`src/assert_macros.svh`:
```
// Assertion macros shared by the event waiter RTL
`ifndef ASSERT_MACROS_SVH
`define ASSERT_MACROS_SVH

// Clocked check, masked while reset is high
`define EWW_ASSERT(lbl, clk, rst, prop, msg) \
  lbl: assert property (@(posedge clk) disable iff (rst) prop) else $error(msg);

// Clocked check that also holds through reset
`define EWW_ASSERT_ALWAYS(lbl, clk, prop, msg) \
  lbl: assert property (@(posedge clk) prop) else $error(msg);

`endif

```
`src/ewait_pkg.sv`:
```
// Types and constants of the event waiter with LIFO wakeup
package ewait_pkg;

  localparam int TASK_ID_BITS    = 8;
  localparam int DEF_MAX_WAITERS = 16;

  localparam logic [1:0] REQ_SET    = 2'd0;
  localparam logic [1:0] REQ_RESET  = 2'd1;
  localparam logic [1:0] REQ_WAIT   = 2'd2;
  localparam logic [1:0] REQ_CANCEL = 2'd3;

  localparam logic MODE_AUTO      = 1'b1;
  localparam logic REG_EVENT_MODE = 1'b0;

  typedef struct packed {
    logic [1:0]              req_type;
    logic [TASK_ID_BITS-1:0] task_id;
  } ewait_req_t;

  typedef struct packed {
    logic [TASK_ID_BITS-1:0] woken_task;
    logic                    wake_valid;
    logic                    must_block;
    logic                    flag_now;
    logic                    stack_overflow;
    logic                    last_result;
  } ewait_res_t;

  typedef struct packed {
    logic                    valid;
    logic [TASK_ID_BITS-1:0] id;
  } slot_t;

  typedef enum logic [1:0] {
    CELL_HOLD,
    CELL_PUSH,
    CELL_POP,
    CELL_SEARCH
  } cell_op_t;

  typedef struct packed {
    cell_op_t                op;
    logic                    compact;
    logic [TASK_ID_BITS-1:0] key;
  } chain_ctl_t;

  typedef struct packed {
    slot_t top;
    logic  second_valid;
    logic  full;
    logic  hit;
    logic  stop;
  } chain_stat_t;

  typedef enum logic [1:0] {
    ST_IDLE,
    ST_MSET,
    ST_CANCEL
  } ewait_state_t;

endpackage

```
`src/ewait_cell.sv`:
```
// One waiter slot of the stack chain with its search token
module ewait_cell import ewait_pkg::*; (
  input  logic       clk,
  input  logic       rst,
  input  chain_ctl_t ctl,
  input  slot_t      prev_slot,
  input  slot_t      next_slot,
  input  logic       prev_tok,
  output slot_t      slot,
  output logic       tok,
  output logic       hit
);

  logic                    valid;
  logic [TASK_ID_BITS-1:0] id;
  slot_t                   slot_next;

  assign slot = '{valid: valid, id: id};
  assign hit  = tok & valid & (id == ctl.key);

  always_comb begin
    case (ctl.op)
      CELL_PUSH:   slot_next = prev_slot;
      CELL_POP:    slot_next = next_slot;
      CELL_SEARCH: slot_next = (tok && (ctl.compact || hit)) ? next_slot : slot;
      default:     slot_next = slot;
    endcase
  end

  always_ff @(posedge clk) begin
    if (rst) begin
      valid <= 1'b0;
      tok   <= 1'b0;
    end else begin
      valid <= slot_next.valid;
      tok   <= (ctl.op == CELL_SEARCH) ? (prev_tok & prev_slot.valid) : 1'b0;
    end
  end

  always_ff @(posedge clk) begin
    id <= slot_next.id;
  end

endmodule

```
`src/ewait_chain.sv`:
```
// Row of waiter cells, newest waiter in cell 0
module ewait_chain import ewait_pkg::*; #(
  parameter int MAX_WAITERS = DEF_MAX_WAITERS
) (
  input  logic                    clk,
  input  logic                    rst,
  input  chain_ctl_t              ctl,
  input  logic [TASK_ID_BITS-1:0] new_id,
  input  logic                    inject,
  output chain_stat_t             stat,
  output logic [MAX_WAITERS-1:0]  tok_vec,
  output logic [MAX_WAITERS-1:0]  valid_vec
);

  slot_t                  cur [MAX_WAITERS+1];
  logic [MAX_WAITERS-1:0] hit_vec;

  assign cur[MAX_WAITERS] = '0;

  for (genvar i = 0; i < MAX_WAITERS; i++) begin : g_cell
    slot_t prev_slot;
    logic  prev_tok;

    if (i == 0) begin : g_head
      assign prev_slot = '{valid: 1'b1, id: new_id};
      assign prev_tok  = inject;
    end else begin : g_body
      assign prev_slot = cur[i-1];
      assign prev_tok  = tok_vec[i-1];
    end

    ewait_cell u_cell (
      .clk       (clk),
      .rst       (rst),
      .ctl       (ctl),
      .prev_slot (prev_slot),
      .next_slot (cur[i+1]),
      .prev_tok  (prev_tok),
      .slot      (cur[i]),
      .tok       (tok_vec[i]),
      .hit       (hit_vec[i])
    );

    assign valid_vec[i] = cur[i].valid;
  end

  assign stat.top          = cur[0];
  assign stat.second_valid = cur[1].valid;
  assign stat.full         = cur[MAX_WAITERS-1].valid;
  assign stat.hit          = |hit_vec;
  assign stat.stop         = (|(tok_vec & ~valid_vec)) | tok_vec[MAX_WAITERS-1];

endmodule

```
`src/event_waiter_wakeup.sv`:
```
// Event with a LIFO stack of waiting tasks, auto or manual reset wakeup
//
//  channel   handshake            payload
//  request   start / busy         req    (req_type, task_id)
//  result    done, one cycle      result (woken_task .. last_result)
//  config    APB, pready high     event_mode at byte address 0
//
// Reset, wait and a set waking at most one waiter end on accept; the result
// is registered and shows on the next cycle. A manual set wakes one waiter per
// cycle, newest first. A cancel walks a token down the cell row, one cell a
// cycle, busy up to an empty or the last cell; result in the cycle after.
// rst clears the flag, the stack occupancy, the mode and the sequencer.
// Results cannot be stalled; done marks each beat for one cycle.
`include "assert_macros.svh"

module event_waiter_wakeup import ewait_pkg::*; #(
  parameter int MAX_WAITERS = DEF_MAX_WAITERS
) (
  input  logic        clk,
  input  logic        rst,
  input  logic        start,
  output logic        busy,
  input  ewait_req_t  req,
  output logic        done,
  output ewait_res_t  result,
  input  logic        psel,
  input  logic        penable,
  input  logic        pwrite,
  input  logic [2:0]  paddr,
  input  logic [31:0] pwdata,
  output logic [31:0] prdata,
  output logic        pready
);

  ewait_state_t            state, state_next;
  logic                    set_flag, set_flag_next;
  logic                    event_mode;
  logic                    compact, compact_next;
  logic [TASK_ID_BITS-1:0] key, key_next;
  logic                    done_next;
  ewait_res_t              result_next;
  chain_ctl_t              ctl;
  logic                    inject;
  chain_stat_t             stat;
  logic [MAX_WAITERS-1:0]  tok_vec;
  logic [MAX_WAITERS-1:0]  valid_vec;
  logic                    accept;
  logic                    cfg_write;

  assign pready    = 1'b1;
  assign busy      = (state != ST_IDLE);
  assign accept    = start & ~busy;
  assign cfg_write = psel & penable & pwrite & pready;
  assign prdata    = (paddr[2] == REG_EVENT_MODE) ? {31'b0, event_mode} : 32'b0;

  ewait_chain #(.MAX_WAITERS(MAX_WAITERS)) u_chain (
    .clk       (clk),
    .rst       (rst),
    .ctl       (ctl),
    .new_id    (req.task_id),
    .inject    (inject),
    .stat      (stat),
    .tok_vec   (tok_vec),
    .valid_vec (valid_vec)
  );

  always_comb begin
    state_next    = state;
    set_flag_next = set_flag;
    compact_next  = compact;
    key_next      = key;
    done_next     = 1'b0;
    result_next   = '0;
    result_next.last_result = 1'b1;
    ctl           = '{op: CELL_HOLD, compact: compact, key: key};
    inject        = 1'b0;

    case (state)
      ST_IDLE: begin
        if (accept) begin
          case (req.req_type)
            REQ_SET: begin
              done_next = 1'b1;
              if (set_flag) begin
                result_next.flag_now = 1'b1;
              end else if (!stat.top.valid) begin
                set_flag_next        = 1'b1;
                result_next.flag_now = 1'b1;
              end else begin
                ctl.op                 = CELL_POP;
                result_next.woken_task = stat.top.id;
                result_next.wake_valid = 1'b1;
                if (event_mode != MODE_AUTO) begin
                  result_next.flag_now    = ~stat.second_valid;
                  result_next.last_result = ~stat.second_valid;
                  if (stat.second_valid) begin
                    state_next = ST_MSET;
                  end else begin
                    set_flag_next = 1'b1;
                  end
                end
              end
            end
            REQ_RESET: begin
              done_next     = 1'b1;
              set_flag_next = 1'b0;
            end
            REQ_WAIT: begin
              done_next = 1'b1;
              if (set_flag) begin
                result_next.flag_now = 1'b1;
              end else if (stat.full) begin
                result_next.stack_overflow = 1'b1;
              end else begin
                ctl.op                 = CELL_PUSH;
                result_next.must_block = 1'b1;
              end
            end
            REQ_CANCEL: begin
              ctl.op       = CELL_SEARCH;
              inject       = 1'b1;
              compact_next = 1'b0;
              key_next     = req.task_id;
              state_next   = ST_CANCEL;
            end
            default: ;
          endcase
        end
      end
      ST_MSET: begin
        ctl.op                  = CELL_POP;
        done_next               = 1'b1;
        result_next.woken_task  = stat.top.id;
        result_next.wake_valid  = 1'b1;
        result_next.flag_now    = ~stat.second_valid;
        result_next.last_result = ~stat.second_valid;
        if (!stat.second_valid) begin
          set_flag_next = 1'b1;
          state_next    = ST_IDLE;
        end
      end
      ST_CANCEL: begin
        ctl.op = CELL_SEARCH;
        if (stat.hit) begin
          compact_next = 1'b1;
        end
        if (stat.stop) begin
          done_next              = 1'b1;
          result_next.wake_valid = compact | stat.hit;
          result_next.woken_task = (compact | stat.hit) ? key : '0;
          result_next.flag_now   = set_flag;
          state_next             = ST_IDLE;
        end
      end
      default: state_next = ST_IDLE;
    endcase
  end

  always_ff @(posedge clk) begin
    if (rst) begin
      state      <= ST_IDLE;
      set_flag   <= 1'b0;
      compact    <= 1'b0;
      done       <= 1'b0;
      event_mode <= 1'b0;
    end else begin
      state    <= state_next;
      set_flag <= set_flag_next;
      compact  <= compact_next;
      done     <= done_next;
      if (cfg_write && paddr[2] == REG_EVENT_MODE) begin
        event_mode <= pwdata[0];
      end
    end
  end

  always_ff @(posedge clk) begin
    key    <= key_next;
    result <= result_next;
  end

  `EWW_ASSERT(a_tok_onehot, clk, rst, $onehot0(tok_vec), "more than one search token")
  `EWW_ASSERT(a_stack_packed, clk, rst, ((valid_vec >> 1) & ~valid_vec) == '0, "stack gap")
  `EWW_ASSERT(a_accept_moves, clk, rst, accept |=> (done || busy), "accepted request stalled")
  `EWW_ASSERT(a_wake_excl, clk, rst, done && result.wake_valid |-> !result.must_block && !result.stack_overflow, "wake with block")
  `EWW_ASSERT_ALWAYS(a_rst_idle, clk, rst |=> !done && !busy, "beat or busy after reset")

endmodule

```
`config.mk`:
```
export PLATFORM = sky130hd
export DESIGN_NAME = event_waiter_wakeup
export DESIGN_NICKNAME = d
export VERILOG_FILES = /design/src/ewait_pkg.sv /design/src/ewait_cell.sv /design/src/ewait_chain.sv /design/src/event_waiter_wakeup.sv
export VERILOG_INCLUDE_DIRS = /design/src /design/src/src
export SDC_FILE = /design/constraint.sdc
export NUM_CORES = 1
export LEC_CHECK = 0
export BUFFER_PORTS_ARGS = -buffer_cell sky130_fd_sc_hd__buf_2
export CORE_UTILIZATION = 31
export DETAILED_ROUTE_END_ITERATION = 8
export PLACE_DENSITY = 0.56
export SETUP_SLACK_MARGIN = 0.5
export SKIP_CTS_REPAIR_TIMING = 1
export SLEW_MARGIN = 25
export SYNTH_ARGS = -nofsm -noshare
export SYNTH_HDL_FRONTEND = slang
export SYNTH_SLANG_ARGS = --single-unit
```
`constraint.sdc`:
```
create_clock -name clk -period 3.9 [get_ports clk]
set_input_delay 0.195 -clock clk [delete_from_list [all_inputs] [get_ports clk]]
set_output_delay 0.195 -clock clk [all_outputs]
set_load 0.1 [all_outputs]
```
# Word-level counts from Yosys, hierarchy flattened

Cells that the tools add are included.

Equal/unequal tests: 51
Multiplexer cells: 91
Bitwise logic cells: 46
Reduce and logical (&&, ||, !) cells: 65

Operators by type and width:

| kind                                                            | count |
|---|---|
| 9-bit one-hot mux with 3 select lines                           | 17 |
| 9-bit 2-to-1 mux                                                | 20 |
| 8-bit == test                                                   | 16 |
| 2-bit != test, second input constant                            | 20 |
| 1-bit AND                                                       | 35 |
| 2-bit AND reduction                                             | 16 |
| 16-bit OR reduction                                             | 2 |
| 1-bit 2-to-1 mux                                                | 30 |
| 2-bit 2-to-1 mux                                                | 11 |
| 2-bit one-hot mux with 3 select lines                           | 3 |
| 1-bit logical AND                                               | 17 |
| 16-bit AND                                                      | 1 |
| 1-bit logical OR                                                | 16 |
| 16-bit NOT                                                      | 1 |
| 13-bit 2-to-1 mux                                               | 1 |
| 2-bit == test, second input constant                            | 5 |
| 1-bit one-hot mux with 2 select lines                           | 5 |
| 8-bit 2-to-1 mux                                                | 1 |
| 4-bit AND reduction                                             | 2 |
| 8-bit AND reduction                                             | 1 |
| 4-bit OR reduction                                              | 2 |
| 1-bit NOT                                                       | 7 |
| 2-bit by 1-bit == test with 1-bit output, second input constant | 3 |
| 3-bit by 1-bit != test with 1-bit output, second input constant | 2 |
| other kinds (12)                                                | 19 |

Register bits after elaboration: 187
Logic and storage cells: 313

# Logic depth before layout (Yosys ltp)

Word-level depth: 8
Mapped depth: 15

# Cells and area by module

Synthesis repeated with hierarchy kept, for this count alone.

Cells, all modules: 916
Area total of the unflattened synthesis: 10989.3 um^2

Modules (own cells, without submodules):

| module                                      | times used | cells each | area an instance (um^2) | seq. area each (um^2) |
|---|---|---|---|---|
| ewait_cell at u_chain.g_cell[10].u_cell ... | 15         | 45         | 575.6                   | 280.3 |
| event_waiter_wakeup                         | 1          | 149        | 1428.9                  | 620.6 |
| ewait_cell at u_chain.g_cell[0].u_cell      | 1          | 47         | 593.1                   | 280.3 |
| ewait_chain                                 | 1          | 45         | 334.1                   | 0.0 |

# Least setup slack after synthesis

OpenSTA, ideal clock, no wires.

Kind: register to register
From: register state[0]
To: register u_chain.g_cell[15].u_cell.valid
Setup time: 0.129 ns
Data arrival time: 3.084 ns
Data required time: 3.771 ns
Slack: 0.687 ns
Stages on the path, launching flop included: 16
Buffers on the path: 3
Path through: dfxtp_1 -> inv_1 -> ha_1 -> clkbuf_1 -> and3_1 -> nand2_1 -> inv_1 -> nor3_1 -> nor2_1 -> ha_1 -> or2_2 -> clkbuf_1 -> buf_2 -> o21ai_1 -> mux2i_1 -> nor2_1

Word-level cells in the longest chain between the ends: 8
Elaborated cells on any way between the ends: 15
Those cells by class: eq/ne (6); mux (3); bitwise (2); reduce/logical (4)

Ends and longest elaborated chain:

| element                                                                          | line                       | text |
|---|---|---|
| start, declared                                                                  | event_waiter_wakeup.sv:35  | `ewait_state_t state, state_next;` |
| start signal, assigned                                                           | event_waiter_wakeup.sv:167 | `state <= state_next;` |
| 2-bit nonzero test                                                               | event_waiter_wakeup.sv:51  | `assign busy = (state != ST_IDLE);` |
| 1-bit NOT                                                                        | event_waiter_wakeup.sv:52  | `assign accept = start & ~busy;` |
| 1-bit AND                                                                        | event_waiter_wakeup.sv:52  |  |
| 2-bit 2-to-1 mux                                                                 | event_waiter_wakeup.sv:80  | `if (accept) begin` |
| 2-bit one-hot mux with 3 select lines (*)                                        | event_waiter_wakeup.sv:78  | `case (state)` |
| 2-bit == test / 2-bit by 1-bit == test with 1-bit output (equally long branches) | ewait_cell.sv:22           | `case (ctl.op)` |
| 2-bit != test (no source line) / 3-bit nonzero test (equally long branches)      | -                          |  |
| 2-bit AND reduction (no source line)                                             | -                          |  |
| end signal, assigned                                                             | ewait_cell.sv:35           | `valid <= slot_next.valid;` |
| end, declared                                                                    | ewait_cell.sv:14           | `logic valid;` |

Mark *: on every way between the ends. The rest lies on a longest branch, timed or not.
A chain may end at the register's enable or synchronous reset.

# Worst setup path after layout

From: register state[1]
To: register u_chain.g_cell[15].u_cell.id[1], enable pin

Word-level cells in the longest chain between the ends: 8
Elaborated cells on any way between the ends: 14
Those cells by class: eq/ne (6); mux (2); bitwise (2); reduce/logical (4)

Ends and longest elaborated chain:

| element                                                                          | line                      | text |
|---|---|---|
| 2-bit nonzero test                                                               | event_waiter_wakeup.sv:51 |  |
| 1-bit NOT                                                                        | event_waiter_wakeup.sv:52 |  |
| 1-bit AND                                                                        | event_waiter_wakeup.sv:52 |  |
| 2-bit 2-to-1 mux                                                                 | event_waiter_wakeup.sv:80 |  |
| 2-bit one-hot mux with 3 select lines (*)                                        | event_waiter_wakeup.sv:78 |  |
| 2-bit == test / 2-bit by 1-bit == test with 1-bit output (equally long branches) | ewait_cell.sv:22          |  |
| 2-bit != test (no source line) / 3-bit nonzero test (equally long branches)      | -                         |  |
| 2-bit AND reduction (no source line) (*)                                         | -                         |  |
| end signal, assigned                                                             | ewait_cell.sv:41          | `id <= slot_next.id;` |
| end, declared                                                                    | ewait_cell.sv:15          | `logic [TASK_ID_BITS-1:0] id;` |

Marked as above.

==> flow_summary.ini <==
[routing]
vias = 6680
firstDrtPassIters = 4
wirelength_microns = 24900
first_iter_violations = 382
via_per_inst = 4.90
antenna_left = 0
wl_per_cell_microns = 18.3
drc = 0

[global_routing]
grt_use_total_pct = 15.3
overflow = 0
antenna_found_initial = 0
grt_pass1_wl_microns = 39200
grt_pass1_vias = 6525
grt_max_degree = 92

[setup_path]
worstPathMaxFanout = 32
path_buf_inv = 4
crit_type = flip-flop to flip-flop
max_stage_delay_ns = 0.42
crit_path_end_kind = flip-flop
arrival_ns = 3.27
required_ns = 4.05
cp_cell_sequence = inv_1 > ha_1 > buf_4 > nand4bb_1 > nor2_1 > nor3_1 > nor2_1 > ha_1 > buf_12 > or2_2 > o21ai_1 > buf_4
crit_slowest_cell = o21ai_1
cp_top_family = simple AND/OR/NAND/NOR gates
startpoint_type = flip-flop

[floorplanning]
coreArea_sq_um = 32500
rows = 66
die_y_microns = 183
pin_count = 99
start_util_pct = 31.4
die_area_sq_um = 33600
dieWidth_microns = 183

[placed_design]
place_inst = 1322
port_buffers = 33
place.gp.congestion = 0.793
hpwlAfterDp_microns = 17800

[timing]
fin_crit_sh_pct = 80.0
worst_pin_slew_ns = 0.921
rsz0062_at_grt = no
holdWs_ns = 0.0477
finalCriticalPeriod_ns = 3.12
final_hold_viol_count = 0
setup_tns_ns = 0
setup_violations = 0
finalClockSkew_ns = 0.0117
drv_slew = 0
max_freq_mhz = 321
max_slew_margin_pct = 38.6

[power]
power_leakage_uw = 0.00412
p_per_area_nw_per_um2 = 562
total_power_uw = 6430
peakVddDrop_v = 0.000307

[cts]
clkLatencyLatePin_ns = 0.45
cts_tree = built
clk_path_buf_depth = 2
numCtsBuffers = 17
clk_transition_reported_paths_ns = 0.07
cts_root_buf = clkbuf_16
clkSinkCount = 187
h-tree-depth = 4

[final_layout]
syn2layout_area_growth_pct = 12.1
nets = 966
diodes = 0
finalNonFillerCells = 1364
drive_above_1_share_pct = 27.7
fillCellCount = 3203
fin_util_pct = 35.2

[synthesis]
synth_area_sq_um = 10200
synthArstFlopShare_pct = 0
ys_warn_count = 0
synthCells = 871
yosysTopAreaCell = edfxtp_1
ys_seq_area_share_pct = 50.1
netlist.area_leader.share_pct = 40.0
synthTopCellsByArea = edfxtp_1, mux2_2, xor2_1
avgSynthCellArea_sq_um = 11.7
ys_ff_latch = 187
ys_types = 61
synth_edf_count = 136
ys.flop_type = edfxtp_1

[flow_run]
cap_violations = 0

[worst_hold_path]
worstHoldPathType = input port to flip-flop

[run_status]
status = completed
-- routing by layer --
layer	track usage, %	vias to the layer above	share of wire [%]
li1	-	3163	-
met1	21.0	3336	48
met2	24.6	161	47
met3	2.16	20	3.1
met4	4.87	0	1.6
met5	0	-	0
-- area by class of cell --
class	instances	area [sq um]	share of cell area [%]
flip-flops and latches	187	5100	44.6
clock buffers	17	425	3.72
well taps	442	553	4.84
clock inverters	15	145	1.27
multi-input cells	621	4650	40.7
repair buffers	70	503	4.40
inverters	12	48.8	0.427
-- worst reg2reg max path, stage by stage (launching register included) --
cell       delay (ns)
dfxtp_1          0.40
inv_1            0.10
ha_1             0.21
buf_4            0.17
nand4bb_1        0.16
nor2_1           0.08
nor3_1           0.17
nor2_1           0.08
ha_1             0.22
buf_12           0.17
or2_2            0.39
o21ai_1          0.42
buf_4            0.26
-- cell usage in the layout, fill, tap and decap left out, types with 10 or more instances in the layout --
cell type	instances
xor2_1	122
buf_4	25
edfxtp_1	136
conb_1	32
a31oi_1	17
mux2_2	119
dfxtp_1	51
inv_1	10
nand3_1	25
buf_2	33
o21ai_0	26
nor3_1	17
clkbuf_16	17
nand2_1	62
a311oi_1	16
o21ai_2	14
nor2_1	61
-- synth_stat cells (6+ instances only) --
library cell / number
o31ai_1: 8
buf_4: 39
inv_1: 11
ha_1: 6
mux2_2: 119
clkbuf_1: 26
nor2_1: 62
a31oi_1: 17
nor3b_2: 6
and2_1: 9
nor4_2: 9
nand3_1: 25
nand2b_1: 9
a311oi_1: 16
buf_6: 8
nor2b_1: 9
dfxtp_1: 51
xor2_1: 122
nor3_1: 17
edfxtp_1: 136
nor4_1: 8
nand2_1: 62
o21ai_0: 26
o21ai_2: 13
-- registers in the layout, indices dropped and copies added, names as in the netlist --
name	count
u_chain.g_cell.u_cell.id	128
u_chain.g_cell.u_cell.tok	16
u_chain.g_cell.u_cell.valid	16
result	13
key	8
state	2
compact	1
done	1
event_mode	1
set_flag	1
-- report_power, final --
| group | leakage [uW] | internal [uW] | switching, uW |
|---|---|---|---|
| combinational | 0.00213 | 668 | 839 |
| clock | 0.000281 | 855 | 866 |
| sequential | 0.00171 | 2750 | 454 |
-- cells by family after synthesis --
kind of cell	synth area share, %
AO/OA/AOI/OAI	7.29
XOR/XNOR	10.8
adder cells (fa/ha/maj)	0.736
buffers and inverters	5.51
flip-flops	50.1
multiplexers	13.3
other	0.0736
AND/OR/NAND/NOR	12.2
-- metrics by stage --
step	setup slack [ns]	area [sq um]
finish	0.782	11400
global route	0.516	11400
CTS	0.587	11300
detailed placement	0.606	10800
global placement	0.666	10800
floorplan	0.687	10300
-- final timing paths --
check	from	endpoint	slack (ns)	cells after the start
setup reg to reg	state[1]	u_chain.g_cell[15].u_cell.id[1]	0.78	12
hold reg to reg	u_chain.g_cell[0].u_cell.tok	u_chain.g_cell[1].u_cell.tok	0.49	2
hold / removal	req[8]	result[3]	0.05	2
setup / recovery	state[1]	u_chain.g_cell[15].u_cell.id[1]	0.78	12
(Power assumes the default switching activity.)
